`config.mk`:
```
export PLATFORM = sky130hd
export DESIGN_NAME = sdmd_front_flat
export DESIGN_NICKNAME = d
export VERILOG_FILES = /design/src/rtl/core/sdmd_pkg.sv /design/src/rtl/core/sdmd_if.sv /design/src/rtl/core/sdmd_front.sv /design/src/flat_wrapper.sv
export SDC_FILE = /design/constraint.sdc
export NUM_CORES = 1
export LEC_CHECK = 0
export BUFFER_PORTS_ARGS = -buffer_cell sky130_fd_sc_hd__buf_2
export CAP_MARGIN = 20
export CORE_MARGIN = 5
export CORE_UTILIZATION = 60
export CTS_CLUSTER_DIAMETER = 50
export DETAILED_ROUTE_END_ITERATION = 8
export GPL_TIMING_DRIVEN = 0
export PLACE_DENSITY = 0.88
export RECOVER_POWER = 50
export SETUP_SLACK_MARGIN = 0.2
export SYNTH_ARGS = -nofsm -noshare
export SYNTH_HDL_FRONTEND = slang
export SYNTH_SLANG_ARGS = --single-unit
export TNS_END_PERCENT = 20
```
`constraint.sdc`:
```
create_clock -name clk -period 11.3 [get_ports clk]
set_clock_uncertainty 0.1 [all_clocks]
set_input_delay 2.26 -clock clk [delete_from_list [all_inputs] [get_ports clk]]
set_output_delay 2.26 -clock clk [all_outputs]
set_load 0.01 [all_outputs]
```
`src/rtl/core/sdmd_pkg.sv`:
```
// Shared constants, types and helper functions of the sigma-delta motion detector.
package sdmd_pkg;

  localparam int MAX_WIDTH   = 1024;
  localparam int MAX_HEIGHT  = 1024;
  localparam int STORE_DEPTH = MAX_WIDTH * MAX_HEIGHT;

  localparam int COL_W   = (MAX_WIDTH > 1) ? $clog2(MAX_WIDTH) : 1;
  localparam int ROW_W   = (MAX_HEIGHT > 1) ? $clog2(MAX_HEIGHT) : 1;
  localparam int ADDR_W  = (STORE_DEPTH > 1) ? $clog2(STORE_DEPTH) : 1;
  localparam int W_DIM_W = $clog2(MAX_WIDTH + 1);
  localparam int H_DIM_W = $clog2(MAX_HEIGHT + 1);

  localparam int PIX_W      = 8;
  localparam int CFG_SIZE_W = 11;
  localparam int GAIN_W     = 4;
  localparam int CFG_DATA_W = 11;
  localparam int CFG_IDX_W  = 2;
  localparam int TGT_W      = PIX_W + GAIN_W;
  localparam int VAR_EXT_W  = PIX_W + 1;

  localparam logic [CFG_SIZE_W-1:0] RST_FRAME_WIDTH  = 11'd640;
  localparam logic [CFG_SIZE_W-1:0] RST_FRAME_HEIGHT = 11'd480;
  localparam logic [GAIN_W-1:0]     RST_GAIN         = 4'd3;

  localparam logic [PIX_W-1:0] VAR_MIN = 8'd1;
  localparam logic [PIX_W-1:0] VAR_MAX = 8'd255;
  localparam logic [PIX_W-1:0] BG_CLEAR = 8'd0;

  localparam int QDEPTH  = 2;
  localparam int QPTR_W  = $clog2(QDEPTH);
  localparam int QCNT_W  = $clog2(QDEPTH + 1);

  typedef enum logic [CFG_IDX_W-1:0] {
    REG_FRAME_WIDTH   = 2'd0,
    REG_FRAME_HEIGHT  = 2'd1,
    REG_VARIANCE_GAIN = 2'd2
  } cfg_reg_t;

  // One store word: background estimate over variance estimate.
  typedef struct packed {
    logic [PIX_W-1:0] bg;
    logic [PIX_W-1:0] var_est;
  } model_word_t;

  localparam model_word_t CLEAR_WORD = '{bg: BG_CLEAR, var_est: VAR_MIN};

  // A classified pixel on its way from the front to the back.
  typedef struct packed {
    logic [ADDR_W-1:0] addr;
    logic [PIX_W-1:0]  pixel;
    logic              eof;
  } job_t;

  function automatic logic [W_DIM_W-1:0] limit_width(logic [CFG_SIZE_W-1:0] v);
    logic [W_DIM_W-1:0] r;
    if (v == '0) r = W_DIM_W'(1);
    else if (int'(v) > MAX_WIDTH) r = W_DIM_W'(MAX_WIDTH);
    else r = W_DIM_W'(v);
    return r;
  endfunction

  function automatic logic [H_DIM_W-1:0] limit_height(logic [CFG_SIZE_W-1:0] v);
    logic [H_DIM_W-1:0] r;
    if (v == '0) r = H_DIM_W'(1);
    else if (int'(v) > MAX_HEIGHT) r = H_DIM_W'(MAX_HEIGHT);
    else r = H_DIM_W'(v);
    return r;
  endfunction

endpackage

```
`src/rtl/core/sdmd_if.sv`:
```
// Valid/ready stream interfaces for pixels in and detection results out.
interface sdmd_pix_if;
  logic                      valid;
  logic                      ready;
  logic [sdmd_pkg::PIX_W-1:0] pixel;

  modport source (output valid, output pixel, input ready);
  modport sink   (input valid, input pixel, output ready);
endinterface


```
`src/rtl/core/sdmd_front.sv`:
```
// Front end: takes pixels, tracks raster position, forms store address and end of frame.
module sdmd_front (
  input  logic                                clk,
  input  logic                                rst_n,
  sdmd_pix_if.sink                            in_px,
  input  logic                                enable,
  input  logic [sdmd_pkg::CFG_SIZE_W-1:0]     frame_width,
  input  logic [sdmd_pkg::CFG_SIZE_W-1:0]     frame_height,
  output logic                                push_valid,
  input  logic                                push_ready,
  output sdmd_pkg::job_t                      push_job
);

  logic [sdmd_pkg::COL_W-1:0]   col_r, col_nxt;
  logic [sdmd_pkg::ROW_W-1:0]   row_r, row_nxt;
  logic [sdmd_pkg::W_DIM_W-1:0] w_lim, col_ext;
  logic [sdmd_pkg::H_DIM_W-1:0] h_lim, row_ext;
  logic [sdmd_pkg::COL_W-1:0]   col_c;
  logic [sdmd_pkg::ROW_W-1:0]   row_c;
  logic                         col_wrap, row_wrap, accept;

  assign in_px.ready = enable && push_ready;
  assign push_valid  = enable && in_px.valid;
  assign accept      = in_px.valid && in_px.ready;

  always_comb begin
    w_lim   = sdmd_pkg::limit_width(frame_width);
    h_lim   = sdmd_pkg::limit_height(frame_height);
    col_ext = sdmd_pkg::W_DIM_W'(col_r);
    row_ext = sdmd_pkg::H_DIM_W'(row_r);
    // Clamp a position left beyond a shrunken frame onto its last column or row.
    col_c = (col_ext >= w_lim) ? sdmd_pkg::COL_W'(w_lim - 1'b1) : col_r;
    row_c = (row_ext >= h_lim) ? sdmd_pkg::ROW_W'(h_lim - 1'b1) : row_r;
    col_wrap = (col_ext + sdmd_pkg::W_DIM_W'(1)) >= w_lim;
    row_wrap = (row_ext + sdmd_pkg::H_DIM_W'(1)) >= h_lim;

    col_nxt = col_r;
    row_nxt = row_r;
    if (col_wrap) begin
      col_nxt = '0;
      row_nxt = row_wrap ? '0 : row_r + 1'b1;
    end else begin
      col_nxt = col_r + 1'b1;
    end

    push_job.addr  = sdmd_pkg::ADDR_W'(row_c) * sdmd_pkg::ADDR_W'(sdmd_pkg::MAX_WIDTH)
                   + sdmd_pkg::ADDR_W'(col_c);
    push_job.pixel = in_px.pixel;
    push_job.eof   = col_wrap && row_wrap;
  end

  always_ff @(posedge clk) begin
    if (!rst_n) begin
      col_r <= '0;
      row_r <= '0;
    end else if (accept) begin
      col_r <= col_nxt;
      row_r <= row_nxt;
    end
  end

endmodule

```
`src/flat_wrapper.sv`:
```
// flat-port wrapper written by rule: the top's interface ports become plain ports
module sdmd_front_flat 
  (clk, rst_n, enable, frame_width, frame_height, push_valid, push_ready, push_job, in_px_valid, in_px_pixel, in_px_ready);
  sdmd_pix_if in_px_i ();
  input  logic clk;
  input  logic rst_n;
  input  logic enable;
  input  logic [sdmd_pkg::CFG_SIZE_W-1:0] frame_width;
  input  logic [sdmd_pkg::CFG_SIZE_W-1:0] frame_height;
  output logic push_valid;
  input  logic push_ready;
  output sdmd_pkg::job_t push_job;
  input wire logic [$bits(in_px_i.valid)-1:0] in_px_valid;
  input wire logic [$bits(in_px_i.pixel)-1:0] in_px_pixel;
  output wire logic [$bits(in_px_i.ready)-1:0] in_px_ready;
  assign in_px_i.valid = in_px_valid;
  assign in_px_i.pixel = in_px_pixel;
  assign in_px_ready = in_px_i.ready;
  sdmd_front u_core (.clk(clk), .rst_n(rst_n), .in_px(in_px_i), .enable(enable), .frame_width(frame_width), .frame_height(frame_height), .push_valid(push_valid), .push_ready(push_ready), .push_job(push_job));
endmodule
```
==> reports/qor.csv <==
metric;value;unit
gr-total-overflow;0;
clock_path_buffers;2;
port_buffers;56;
core_area;0.00444;mm²
start_util;63.0;%
grt_pass1_wl;12100;µm
reg2reg_depth;12;
crit_chain;buf_2 > or3_1 > or3_1 > nor3_2 > a21o_1 > nand2_1 > inv_1 > ha_1 > nand2b_1 > a21o_1 > a21oi_1 > o21ai_0 > a21oi_2 > mux2_2 > buf_2;
cts_buffers;3;
crit_buf_inv;3;
synth_cells;358;
gp_congestion;0.874;
status;completed;
ir_worst_vdd;0.0000830;V
cts_hold_buf;0;
diodes;0;
first_global_vias;2803;
grtUsageTotal;23.0;%
pre_cts_ws;3250;ps
cts_sinks;20;
avgSynthCellArea;7.81;µm²
endpoint;push_job[28];
slew_headroom;51.8;%
dp.final_hpwl;5870;µm
min_path_type;register to register;
setup_violations;0;
leakagePower;1.51;nW
cts_resized;0;
syn_to_final_growth;13.8;%
die_w;78.3;µm
cap_viol_max_count;0;
die-height;78.3;µm
cts_max_level;1;
synthArstFlopShare;0;%
clk_pin_slew;70;ps
startpoint_type;primary input;
nets;500;
path_depth;15;
fin_util;71.6;%
power.density;79.8;mW/mm²
syn-cell-area;0.00280;mm²
post_cts_buffers;0;
reg2reg_slack;7610;ps
fin_total_pwr;254;µW
end_kind;output pin;
drt-initial-drc-count;254;
drv_slew;0;
crit_path_start;frame_height[3];
fmax;124;MHz
hold_violations;0;
clk-insertion-delay-late;260;ps
cp_top_family;simple AND/OR/NAND/NOR gates;
cp.required;8940;ps
ys_warn_count;0;
io_pins;66;
crit_slowest_cell;a21oi_2;
clockRootBuffer;clkbuf_8;
arrival;5710;ps
first_pass_iters;5;
reg2reg_from;u_core.col_r[1];
via_per_inst;6.25;
rsz0062_at_grt;false;
setup_slack;3230;ps
cts_tree;done;
num_rows;24;
drc;0;
path_max_fanout;10;
ys.flop_type;dfxtp_1;
tns;0;ps
wl;7170;µm
synth-seq-cells;20;
dieArea;0.00613;mm²
grt_max_degree;12;
wire_per_inst;15.2;µm
drive_above_1_share;19.6;%
grt_busiest_layer;met2;
crit_path_max_incr_delay;520;ps
min_period;8070;ps
worstSetupPathType;primary input to output pin;
yosysSeqAreaShare;14.3;%
synth_edf_count;0;
syn_nets;439;
grtUsageMet1;31.2;%
grt_use_met2;39.7;%
finalCritPeriodShare;71.4;%
synth_cell_type_count;48;
grt_antenna_before_repair;0;
met3_usage;3.32;%
worst_pin_slew;724;ps
reg2reg_to;u_core.row_r[7];
ant_nets;0;
vias;2938;
[layout make-up]
| class | instances | area [µm²] |
|---|---|---|
| multi-input cells | 312 | 2270 |
| fillers | 368 | 1260 |
| flip-flops and latches | 20 | 400 |
| repair buffers | 56 | 267 |
| plain buffers | 16 | 90.1 |
| well taps | 52 | 65.1 |
| clock buffers | 4 | 55.1 |
| inverters | 10 | 37.5 |
[worst min-delay path by stage]
stage                      end       startpoint  cells after the start
3_5_place_dp   u_core.col_r[6]  u_core.col_r[6]                      2
5_1_grt        u_core.col_r[7]  u_core.col_r[7]                      2
6_report       u_core.col_r[6]  u_core.col_r[6]                      2
3_3_place_gp   u_core.col_r[1]  u_core.col_r[1]                      2
4_1_cts        u_core.col_r[6]  u_core.col_r[6]                      2
2_1_floorplan  u_core.col_r[1]  u_core.col_r[1]                      2
[per-stage QoR]
| step | hold WS [ps] | area (µm²) | std cells |
|---|---|---|---|
| after global routing | 498 | 3180 | 470 |
| after detailed placement | 438 | 3140 | 466 |
| after floorplan | 395 | 2800 | 358 |
| after CTS | 448 | 3200 | 470 |
| final | 444 | 3180 | 470 |
| after global placement | 428 | 3140 | 466 |
[metal layers]
layer	up-vias	wire length, µm
met5	-	0
met4	0	32
met3	8	383
met2	96	3480
met1	1374	3270
li1	1460	-
[power by group]
part           switching [mW]  internal [mW]  leakage (nW)
combinational          0.0610         0.0523          1.32
sequential            0.00987         0.0755         0.162
clock                  0.0242         0.0311        0.0288
[tightest hold or removal path, stage by stage (launching register included)]
cell and delay [ps]:
dfxtp_1 360, o21ai_0 90, nand2_1 50
[registers in the layout, summed over array words and instances (netlist names)]
signal and flops:
u_core.row_r 10, u_core.col_r 10
[cells in the mapped netlist, drive strengths merged, types with 7 or more instances]
cell type,instances,share of area [%]
nand2b,7,1.6
and3,10,2.2
nor3,11,2.1
mux2,17,6.8
dfxtp,20,14
buf,8,2.1
o211ai,8,2.1
a32o,7,2.5
or3,12,3.0
nor2,13,1.7
o21ai,18,3.2
ha,46,21
nand2,48,6.4
a21oi,24,4.4
clkbuf,8,1.1
xor2,8,2.5
inv,10,1.3
nand3,15,2.7
xnor2,12,3.8
[kinds of logic after synthesis]
| kind of cell | share of synthesized area [%] |
|---|---|
| muxes | 7.92 |
| buffers and inverters | 4.56 |
| AOI/OAI and AO/OA | 21.3 |
| xor gates and xnor gates | 6.26 |
| DFF | 14.3 |
| adders and majority gates | 20.6 |
| and+or+nand+nor | 25.0 |
[layout by cell type (no fill, tap or decap), types with 12 or more instances in the layout]
cell / synthesis / layout
buf_2: 0 / 45
ha_1: 46 / 46
nand3_1: 15 / 15
dfxtp_1: 20 / 20
clkbuf_1: 8 / 19
xnor2_1: 12 / 12
a21oi_1: 23 / 23
nor2_1: 13 / 13
nand2_1: 48 / 48
mux2_2: 17 / 17
o21ai_0: 18 / 18
(Power assumes the default switching activity.)
