## src/rtl/core/sdmd_pkg.sv

```systemverilog
// Shared constants, types and helper functions of the sigma-delta motion detector.
package sdmd_pkg;

  localparam int MAX_WIDTH   = 1024;
  localparam int MAX_HEIGHT  = 1024;
  localparam int STORE_DEPTH = MAX_WIDTH * MAX_HEIGHT;

  localparam int COL_W   = (MAX_WIDTH > 1) ? $clog2(MAX_WIDTH) : 1;
  localparam int ROW_W   = (MAX_HEIGHT > 1) ? $clog2(MAX_HEIGHT) : 1;
  localparam int ADDR_W  = (STORE_DEPTH > 1) ? $clog2(STORE_DEPTH) : 1;
  localparam int W_DIM_W = $clog2(MAX_WIDTH + 1);
  localparam int H_DIM_W = $clog2(MAX_HEIGHT + 1);

  localparam int PIX_W      = 8;
  localparam int CFG_SIZE_W = 11;
  localparam int GAIN_W     = 4;
  localparam int CFG_DATA_W = 11;
  localparam int CFG_IDX_W  = 2;
  localparam int TGT_W      = PIX_W + GAIN_W;
  localparam int VAR_EXT_W  = PIX_W + 1;

  localparam logic [CFG_SIZE_W-1:0] RST_FRAME_WIDTH  = 11'd640;
  localparam logic [CFG_SIZE_W-1:0] RST_FRAME_HEIGHT = 11'd480;
  localparam logic [GAIN_W-1:0]     RST_GAIN         = 4'd3;

  localparam logic [PIX_W-1:0] VAR_MIN = 8'd1;
  localparam logic [PIX_W-1:0] VAR_MAX = 8'd255;
  localparam logic [PIX_W-1:0] BG_CLEAR = 8'd0;

  localparam int QDEPTH  = 2;
  localparam int QPTR_W  = $clog2(QDEPTH);
  localparam int QCNT_W  = $clog2(QDEPTH + 1);

  typedef enum logic [CFG_IDX_W-1:0] {
    REG_FRAME_WIDTH   = 2'd0,
    REG_FRAME_HEIGHT  = 2'd1,
    REG_VARIANCE_GAIN = 2'd2
  } cfg_reg_t;

  // One store word: background estimate over variance estimate.
  typedef struct packed {
    logic [PIX_W-1:0] bg;
    logic [PIX_W-1:0] var_est;
  } model_word_t;

  localparam model_word_t CLEAR_WORD = '{bg: BG_CLEAR, var_est: VAR_MIN};

  // A classified pixel on its way from the front to the back.
  typedef struct packed {
    logic [ADDR_W-1:0] addr;
    logic [PIX_W-1:0]  pixel;
    logic              eof;
  } job_t;

  function automatic logic [W_DIM_W-1:0] limit_width(logic [CFG_SIZE_W-1:0] v);
    logic [W_DIM_W-1:0] r;
    if (v == '0) r = W_DIM_W'(1);
    else if (int'(v) > MAX_WIDTH) r = W_DIM_W'(MAX_WIDTH);
    else r = W_DIM_W'(v);
    return r;
  endfunction

  function automatic logic [H_DIM_W-1:0] limit_height(logic [CFG_SIZE_W-1:0] v);
    logic [H_DIM_W-1:0] r;
    if (v == '0) r = H_DIM_W'(1);
    else if (int'(v) > MAX_HEIGHT) r = H_DIM_W'(MAX_HEIGHT);
    else r = H_DIM_W'(v);
    return r;
  endfunction

endpackage

```

## src/rtl/core/sdmd_queue.sv

```systemverilog
// Short FIFO of classified pixels between the front and back ends.
module sdmd_queue (
  input  logic           clk,
  input  logic           rst_n,
  input  logic           push_valid,
  output logic           push_ready,
  input  sdmd_pkg::job_t push_job,
  output logic           pop_valid,
  input  logic           pop_ready,
  output sdmd_pkg::job_t pop_job
);

  sdmd_pkg::job_t              slot_r [sdmd_pkg::QDEPTH];
  logic [sdmd_pkg::QPTR_W-1:0] wr_ptr_r, rd_ptr_r;
  logic [sdmd_pkg::QCNT_W-1:0] cnt_r;
  logic                        do_push, do_pop;

  assign push_ready = cnt_r != sdmd_pkg::QCNT_W'(sdmd_pkg::QDEPTH);
  assign pop_valid  = cnt_r != '0;
  assign pop_job    = slot_r[rd_ptr_r];
  assign do_push    = push_valid && push_ready;
  assign do_pop     = pop_valid && pop_ready;

  always_ff @(posedge clk) begin
    if (do_push) slot_r[wr_ptr_r] <= push_job;
  end

  always_ff @(posedge clk) begin
    if (!rst_n) begin
      wr_ptr_r <= '0;
      rd_ptr_r <= '0;
      cnt_r    <= '0;
    end else begin
      if (do_push) begin
        wr_ptr_r <= (wr_ptr_r == sdmd_pkg::QPTR_W'(sdmd_pkg::QDEPTH - 1)) ? '0
                                                                           : wr_ptr_r + 1'b1;
      end
      if (do_pop) begin
        rd_ptr_r <= (rd_ptr_r == sdmd_pkg::QPTR_W'(sdmd_pkg::QDEPTH - 1)) ? '0
                                                                           : rd_ptr_r + 1'b1;
      end
      if (do_push && !do_pop) cnt_r <= cnt_r + 1'b1;
      else if (do_pop && !do_push) cnt_r <= cnt_r - 1'b1;
    end
  end

endmodule

```

## config.mk

```make
export PLATFORM = sky130hd
export DESIGN_NAME = sdmd_queue
export DESIGN_NICKNAME = d
export VERILOG_FILES = /design/src/rtl/core/sdmd_pkg.sv /design/src/rtl/core/sdmd_queue.sv
export SDC_FILE = /design/constraint.sdc
export NUM_CORES = 1
export LEC_CHECK = 0
export ABC_CLOCK_PERIOD_IN_PS = 3350
export BUFFER_PORTS_ARGS = -buffer_cell sky130_fd_sc_hd__buf_2
export CAP_MARGIN = 20
export CORE_UTILIZATION = 55
export CTS_CLUSTER_DIAMETER = 200
export DETAILED_ROUTE_END_ITERATION = 16
export PLACE_DENSITY = 0.92
export SLEW_MARGIN = 20
export SYNTH_ARGS = -nofsm -noshare
export SYNTH_HDL_FRONTEND = slang
export SYNTH_SLANG_ARGS = --single-unit
```

## constraint.sdc

```tcl
create_clock -name clk -period 3.35 [get_ports clk]
set_input_delay 0.335 -clock clk [delete_from_list [all_inputs] [get_ports clk]]
set_output_delay 0.335 -clock clk [all_outputs]
set_load 0.05 [all_outputs]
```

==> results of run 1 <==
## cells in the final DEF, fill, tap and decap left out
cell	Yosys	layout
clkbuf_8	0	9
xor2_1	1	1
a21bo_2	1	1
and3_1	1	1
dfxtp_1	5	5
or3_1	1	1
inv_1	1	1
buf_2	1	63
nand2b_4	1	1
and2_1	4	4
bufinv_16	0	2
nand3b_1	1	1
buf_4	2	3
or2_2	1	1
clkinv_2	0	1
a21boi_0	1	1
mux2_2	29	29
a21boi_1	1	1
ha_1	1	1
o21ai_0	1	1
clkbuf_1	0	2
o21ai_1	1	1
clkinv_1	0	2
xnor2_1	2	2
edfxtp_1	58	58
## stage by stage
step | worst slack [ps] | util (%)
after floorplan | 1520 | -
after global placement | 1580 | 67.3
after detailed placement | 1540 | 67.3
after CTS | 1170 | 72.4
after global routing | 1060 | 72.4
final | 1200 | 72.4
## cell families (layout without fill, tap and decap cells)
logic type	count (synthesis)	after routing	synth area share [%]
AND/OR/NAND/NOR	9	9	2.79
XOR/XNOR	3	3	1.13
buffers and inverters	4	83	1.02
flip-flops	63	63	79.0
multiplexers	29	29	14.0
AO/OA/AOI/OAI	5	5	1.50
adder cells (fa/ha/maj)	1	1	0.537
## sequential cells by signal, summed over array words and instances, names as in the netlist, named ones only
name,flops
slot_r,58
cnt_r,2
rd_ptr_r,1
wr_ptr_r,1
## layout make-up
cell class,count,area (µm²),share of cell area [%]
sequential,63,1840,63.2
multi-input combinational,47,465,16.0
timing repair buffer,66,338,11.6
clock buffer,11,131,4.51
clock inverter,5,72.6,2.49
tap,50,62.6,2.15
inverter,1,3.75,0.129
## worst paths after layout
path,from,endpoint,slack [ps]
hold / removal,push_job[9],slot_r[0][9],200
setup reg to reg,cnt_r[0],slot_r[1][16],1650
setup / recovery,flop,pop_job[22],1200
hold reg to reg,cnt_r[1],cnt_r[1],560
## critical path, delay by kind of cell, from the launching register on
| kind | cells | cell delay [ps] |
|---|---|---|
| buffers and inverters | 2 | 570 |
| flip-flops | 1 | 540 |
| multiplexers | 1 | 380 |
## power breakdown
| group | leakage (nW) | total (W) | switching [W] | internal [W] |
|---|---|---|---|---|
| combinational | 0.432 | 0.000910 | 0.000638 | 0.000273 |
| sequential | 0.583 | 0.00104 | 0.0000494 | 0.000986 |
| clock | 0.102 | 0.000675 | 0.000261 | 0.000413 |
## routing by layer
layer	share of wire, %	vias to the layer above
met4	1.5	0
met3	7.2	7
met5	0	-
met1	40	595
met2	51	50
li1	-	589
==> out/results.ini, run 1 <==
[grt]
grt_util_met1_pct = 22.3
first_global_vias = 1202
groute.layer.met2.usage_pct = 30.4
grtUsageMet3_pct = 7.53
overflow = 0
grt_max_degree = 22
antenna_found_initial = 0
busiest_layer = met2
grt_pass1_wl_mm = 5.75
grt_util_all_layers_pct = 19.5

[pwr]
leakagePower_nw = 1.12
peakVddDrop_mv = 0.629
power_w = 0.00262
p_per_area_nw_per_um2 = 899

[layout]
final_area_um2 = 2920
antenna_cells = 0
stdcell_count = 243
drive_above_1_share_pct = 57.0
syn_to_final_growth_pct = 25.1
layout.nets = 222
fill_cells = 255

[synth]
synth_ff_type = edfxtp_1
synth_nets = 148
synth.most_common_cell = edfxtp_1
synth_area_leaders = edfxtp_1, mux2_2, dfxtp_1, and2_1, xnor2_1
seq_area_frac_synth_pct = 79.0
ys_types = 20
synth_common_cells = edfxtp_1, mux2_2, dfxtp_1
yosysTopAreaCell = edfxtp_1
async_flop_share_pct = 0
synth.ff_latch_count = 63
synthesis.area_um2 = 2330
synth_edf_count = 58
syn_avg_cell_area_um2 = 20.4
ys_warn_count = 0
synthCells = 114
yosysTopAreaCellShare_pct = 74.7

[floorplanning]
die_h_um = 67.1
initial_utilization_pct = 57.9
fp.dieW_um = 67.1
ios = 64
placementRows = 23
die-area_um2 = 4500
core_area_um2 = 4030

[sta]
hold_slack_ps = 195
tightest_slew_ps = 394
final-hold-violation-count = 0
rsz0062_at_grt = false
max_freq_mhz = 464
skew_ps = 5.38
final_max_slew_viol_count = 0
fin_tns_setup_ps = 0
relSlewSlack_pct = 73.7
finalCritPeriodShare_pct = 64.3
layout_min_cycle_time_ps = 2150
setup_viol = 0

[placement]
dp_cells = 227
place.gp.congestion = 0.646
portBuffers = 63
placed_cell_area_um2 = 2710
post-dp-hpwl_mm = 2.67

[routing]
drt_iter0_drc = 69
ant_nets = 0
dr.pass1.iters = 4
drt-total-wl_mm = 3.91
drcViolationCount = 0
routedWlPerCell_um = 16.1
viasPerCell = 5.11
via_count = 1241

[critical_path]
worstPathMaxFanout = 21
crit_required_ps = 3010
worstSetupStartpointType = flop
rr_worst_depth = 3
max_stage_delay_ps = 540
end_kind = primary output
worstPathArrival_ps = 1820
worstSetupPathType = flop to primary output
cp_slowest_cell = dfxtp_1
crit_chain = buf_4 > mux2_2 > buf_2

[min_path]
hold_class = input pin to flop
whs_path_depth = 1

[clock_network]
clock_latency_ps = 330
clockBufferDepth = 2
hold_buffers = 0
htree_levels = 3
clk_pin_slew_ps = 60
postCtsSetupBuffers = 0
cts_tree = yes
cts_resized = 0
cts_buffers = 9
cts_root_buf = clkbuf_8
cts_sinks = 63

[outcome]
status = complete, no violations

[job]
max_cap_viol_count = 0

Power figures use the tool's default switching activity.
==> run 2, diff against run 1 <==
--- a/config.mk
+++ b/config.mk
@@ -5,13 +5,13 @@
 export SDC_FILE = /design/constraint.sdc
 export NUM_CORES = 1
 export LEC_CHECK = 0
-export ABC_CLOCK_PERIOD_IN_PS = 3350
+export ABC_CLOCK_PERIOD_IN_PS = 2100
 export BUFFER_PORTS_ARGS = -buffer_cell sky130_fd_sc_hd__buf_2
 export CAP_MARGIN = 20
-export CORE_UTILIZATION = 55
+export CORE_UTILIZATION = 51
 export CTS_CLUSTER_DIAMETER = 200
 export DETAILED_ROUTE_END_ITERATION = 16
-export PLACE_DENSITY = 0.92
+export PLACE_DENSITY = 0.87
 export SLEW_MARGIN = 20
 export SYNTH_ARGS = -nofsm -noshare
 export SYNTH_HDL_FRONTEND = slang
==> constraint.sdc (replaced) <==
create_clock -name clk -period 2.1 [get_ports clk]
set_input_delay 0.21 -clock clk [delete_from_list [all_inputs] [get_ports clk]]
set_output_delay 0.21 -clock clk [all_outputs]
set_load 0.05 [all_outputs]
==> run 2 against run 1 <==
Effect of this change: largest cell class unchanged; register-to-register slack worse by 1200 ps; critical path depth did not move; routed wire length decreased by 2.2%; via count decreased by 0.40%; first-iteration DRC count decreased by 39%; cell count up 1.6%; highest routed layer unchanged; worst setup slack got worse by 790 ps; die area up 7.6%.
==> out/results.ini, run 2 (synthesis results as in run 1) <==
[layout]
fill_cells = 309
layout.nets = 224
final_area_um2 = 2930
fin_util_pct = 66.9
regMostFlops = slot_r
antenna_cells = 0
final_cell_mix = buf_2, edfxtp_1, mux2_2
syn_to_final_growth_pct = 25.9
biggestRegsByFlops = slot_r (58), cnt_r (2)
layout_commonest_cell = buf_2
drive_above_1_share_pct = 57.9
largest_register_ffs = 58

[sta]
layout_min_cycle_time_ps = 1690
final-hold-violation-count = 0
relSlewSlack_pct = 74.2
tightest_slew_ps = 387
fin_tns_setup_ps = 0
skew_ps = 8.65
rsz0062_at_grt = false
setup_viol = 0
hold_slack_ps = 70.9
final_max_slew_viol_count = 0
max_freq_mhz = 591
finalCritPeriodShare_pct = 80.6

[clock_network]
htree_levels = 3
cts_sinks = 63
postCtsSetupBuffers = 0
clockBufferDepth = 2
clk_pin_slew_ps = 70
cts_resized = 0
cts_root_buf = clkbuf_8
cts_tree = yes
cts_buffers = 9
hold_buffers = 0
clock_latency_ps = 320

[critical_path]
end_kind = primary output
r2r_end = cnt_r[1]
crit_required_ps = 1890
r2r-start = cnt_r[0]
rrSetupSlack_ps = 480
worstSetupPathType = flop to primary output
critPathCapture = pop_job[9]
worstPathMaxFanout = 18
worstSetupStartpointType = flop
worstPathArrival_ps = 1480
rr_worst_depth = 5

[grt]
overflow = 0
grt_pass1_wl_mm = 6.13
first_global_vias = 1362
grt_max_degree = 30
antenna_found_initial = 0
grt_util_all_layers_pct = 17.2

[pwr]
leakagePower_nw = 1.13
p_per_area_nw_per_um2 = 1430
peakVddDrop_mv = 1.06

[floorplanning]
placementRows = 24
ios = 64
fp.dieW_um = 69.6
die-area_um2 = 4840
die_h_um = 69.6
core_area_um2 = 4380
initial_utilization_pct = 53.2

[min_path]
whs_path_depth = 1
hold_class = input pin to flop

[routing]
routedWlPerCell_um = 15.5
drt-total-wl_mm = 3.83
drcViolationCount = 0
via_count = 1236
viasPerCell = 5.00
drt_iter0_drc = 42
dr.pass1.iters = 4
ant_nets = 0

[outcome]
status = complete, no violations

[placement]
post-dp-hpwl_mm = 2.58
portBuffers = 63
place.gp.congestion = 0.711
placed_cell_area_um2 = 2730

[job]
max_cap_viol_count = 0

run 2: cell type report:
class	instances	area [µm²]	share of cell area, %
well taps	52	65.1	2.22
inverters	1	3.75	0.128
repair buffers	68	353	12.0
clock inverters	4	70.1	2.39
clock buffers	12	135	4.61
flip-flops and latches	63	1840	62.8
multi-input cells	47	465	15.9
run 2: worst min path at each step:
stage | from | slack [ps] | end
3_5_place_dp | push_job[20] | 400 | slot_r[0][20]
6_report | push_job[12] | 70 | slot_r[0][12]
2_1_floorplan | push_job[0] | 310 | slot_r[0][0]
5_1_grt | push_job[11] | 50 | slot_r[1][11]
4_1_cts | push_job[20] | 50 | slot_r[0][20]
3_3_place_gp | push_job[26] | 400 | slot_r[0][26]
run 2: per-stage QoR:
| stage | worst slack [ps] | instances | total power [W] |
|---|---|---|---|
| floorplan | 265 | 114 | 0.00284 |
| CTS | 368 | 247 | 0.00425 |
| global placement | 602 | 231 | 0.00311 |
| detailed placement | 498 | 231 | 0.00316 |
| global route | 329 | 247 | 0.00437 |
| finish | 407 | 247 | 0.00420 |
run 2: per-layer routing:
layer	global-route usage [%]	routed length [µm]
met5	0	0
met4	9.30	40
met3	5.52	224
met2	29.8	2000
met1	18.7	1570
run 2: worst max-delay path, stage by stage (launching register included):
cell and delay (ps):
dfxtp_1 320, buf_4 250, mux2_2 370, buf_2 210
run 2: power by group:
part	leakage [nW]	internal, W	switching (W)
clock	0.104	0.000666	0.000410
combinational	0.443	0.000451	0.00104
sequential	0.583	0.00157	0.0000642
==> run 3, diff against run 2 <==
--- a/config.mk
+++ b/config.mk
@@ -5,13 +5,13 @@
 export SDC_FILE = /design/constraint.sdc
 export NUM_CORES = 1
 export LEC_CHECK = 0
-export ABC_CLOCK_PERIOD_IN_PS = 2100
+export ABC_CLOCK_PERIOD_IN_PS = 1500
 export BUFFER_PORTS_ARGS = -buffer_cell sky130_fd_sc_hd__buf_2
 export CAP_MARGIN = 20
-export CORE_UTILIZATION = 51
+export CORE_UTILIZATION = 46
 export CTS_CLUSTER_DIAMETER = 200
 export DETAILED_ROUTE_END_ITERATION = 16
-export PLACE_DENSITY = 0.87
+export PLACE_DENSITY = 0.83
 export SLEW_MARGIN = 20
 export SYNTH_ARGS = -nofsm -noshare
 export SYNTH_HDL_FRONTEND = slang
==> constraint.sdc (replaced) <==
create_clock -name clk -period 1.5 [get_ports clk]
set_input_delay 0.15 -clock clk [delete_from_list [all_inputs] [get_ports clk]]
set_output_delay 0.15 -clock clk [all_outputs]
set_load 0.05 [all_outputs]
==> run 3 against run 2 <==
Effect of this change: highest routed layer unchanged; combinational power is 110% higher; critical endpoint is now pop_job[22]; critical path type unchanged; the flow now finishes with violations (negative setup slack); count of clock-buffer cells in the layout is 2 lower; global-route usage is 1.5 points higher; clock skew hardly changed.
==> out/results.ini, run 3 (synthesis results as in run 1) <==
[layout]
final_area_um2 = 3680
syn_to_final_growth_pct = 58.1
biggestRegsByFlops = slot_r (58), cnt_r (2)
final_cell_mix = edfxtp_1, buf_2, buf_8
layout_commonest_cell = edfxtp_1
largest_register_ffs = 58
fin_util_pct = 77.0
regMostFlops = slot_r
fill_cells = 287
layout.nets = 253
antenna_cells = 0
drive_above_1_share_pct = 56.3

[clock_network]
cts_buffers = 9
clockBufferDepth = 2
cts_sinks = 63
htree_levels = 3
cts_root_buf = clkbuf_8
clk_pin_slew_ps = 70
cts_tree = yes
clock_latency_ps = 340

[floorplanning]
ios = 64
placementRows = 25
initial_utilization_pct = 48.7
core_area_um2 = 4790
die-area_um2 = 5360
die_h_um = 73.2
fp.dieW_um = 73.2

[placement]
portBuffers = 63
place.gp.congestion = 0.665
placed_cell_area_um2 = 2820
post-dp-hpwl_mm = 2.57

[sta]
finalCritPeriodShare_pct = 102
final_max_slew_viol_count = 0
layout_min_cycle_time_ps = 1540
final-hold-violation-count = 0
rsz0062_at_grt = true
skew_ps = 8.94
relSlewSlack_pct = 82.7
max_freq_mhz = 651
setup_viol = 22
tightest_slew_ps = 261
setup_ws_ps = -36.6

[min_path]
hold_class = input pin to flop
whs_endpoint = slot_r[1][8]
whs_path_depth = 1
min_from = push_job[8]

[critical_path]
crit_required_ps = 1350
worstSetupPathType = flop to primary output
rr_worst_depth = 6
r2r_end = cnt_r[1]
rrSetupSlack_ps = 20
worstPathArrival_ps = 1390
worstSetupStartpointType = flop
worstPathMaxFanout = 8
r2r-start = cnt_r[0]
end_kind = primary output

[job]
max_cap_viol_count = 0

[routing]
routedWlPerCell_um = 17.4
viasPerCell = 4.88
drt-total-wl_mm = 5.07
via_count = 1419
drt_iter0_drc = 77
drcViolationCount = 0
ant_nets = 0
dr.pass1.iters = 6

[grt]
overflow = 0
grt_pass1_wl_mm = 6.89
grt_max_degree = 22
antenna_found_initial = 0
grt_util_all_layers_pct = 18.8
first_global_vias = 1449

[pwr]
p_per_area_nw_per_um2 = 1860
peakVddDrop_mv = 1.28
leakagePower_nw = 1.44

[outcome]
violations = negative setup slack
status = finished with violations

## run 3: cell count changes in the layout (fill, tap and decap cells not counted), sizes merged
cell         before  now
clkinvlp          0    4
inv               1    0
dlygate4sd3       0   25
bufinv            2    1
buf              68   71
clkbuf           12   11
## run 3: critical path, stage by stage, from the launching register on
cell and delay, ps:
dfxtp_4 400, buf_12 140, mux2_2 350, buf_6 160
## run 3: per-layer routing
layer,track usage [%],vias up,wire length [µm]
li1,-,655,-
met1,19.2,695,2010
met2,33.2,58,2680
met3,7.46,11,292
met4,8.93,0,87
met5,0,-,0
## run 3: worst max-delay path by stage
stage | start | endpoint | slack [ps]
2_1_floorplan | cnt_r[0] | slot_r[0][0] | -20
3_3_place_gp | cnt_r[0] | cnt_r[1] | 100
3_5_place_dp | cnt_r[1] | cnt_r[1] | 30
4_1_cts | flop | pop_job[4] | -50
5_1_grt | flop | pop_job[22] | -70
6_report | flop | pop_job[22] | -40
## run 3: where the power goes
part           switching, W  leakage [nW]  internal [W]
logic               0.00167         0.766       0.00143
clock network      0.000652        0.0859      0.000758
registers          0.000121         0.585       0.00222
total               0.00245          1.44       0.00440
## run 3: area by class of cell
| type | count | area (µm²) | area share [%] |
|---|---|---|---|
| clock inverters | 6 | 61.3 | 1.66 |
| clock buffers | 10 | 128 | 3.46 |
| repair buffers | 97 | 975 | 26.5 |
| multi-input cells | 47 | 579 | 15.7 |
| inverters | 1 | 7.51 | 0.204 |
| flip-flops and latches | 63 | 1850 | 50.2 |
| well taps | 67 | 83.8 | 2.28 |
## run 3: metrics by stage
step	TNS [ps]	hold WS [ps]	instances	power (W)	worst slack, ps
3_3_place_gp	0	338	248	0.00450	102
3_5_place_dp	0	343	248	0.00453	28.8
2_1_floorplan	-693	249	114	0.00400	-23.9
6_report	-387	14.7	291	0.00685	-36.6
4_1_cts	-800	0.497	288	0.00650	-47.9
5_1_grt	-1610	5.40	291	0.00708	-71.9
## run 3: timing repair
action                                  in CTS  in global routing
pin swaps                                    0                  1
hold endpoints to repair                    47                  2
gates resized for setup                     80                 36
hold buffers                                24                  1
buffers inserted                             0                  1
endpoints found under the setup margin      30                 30
gates cloned                                 0                  1
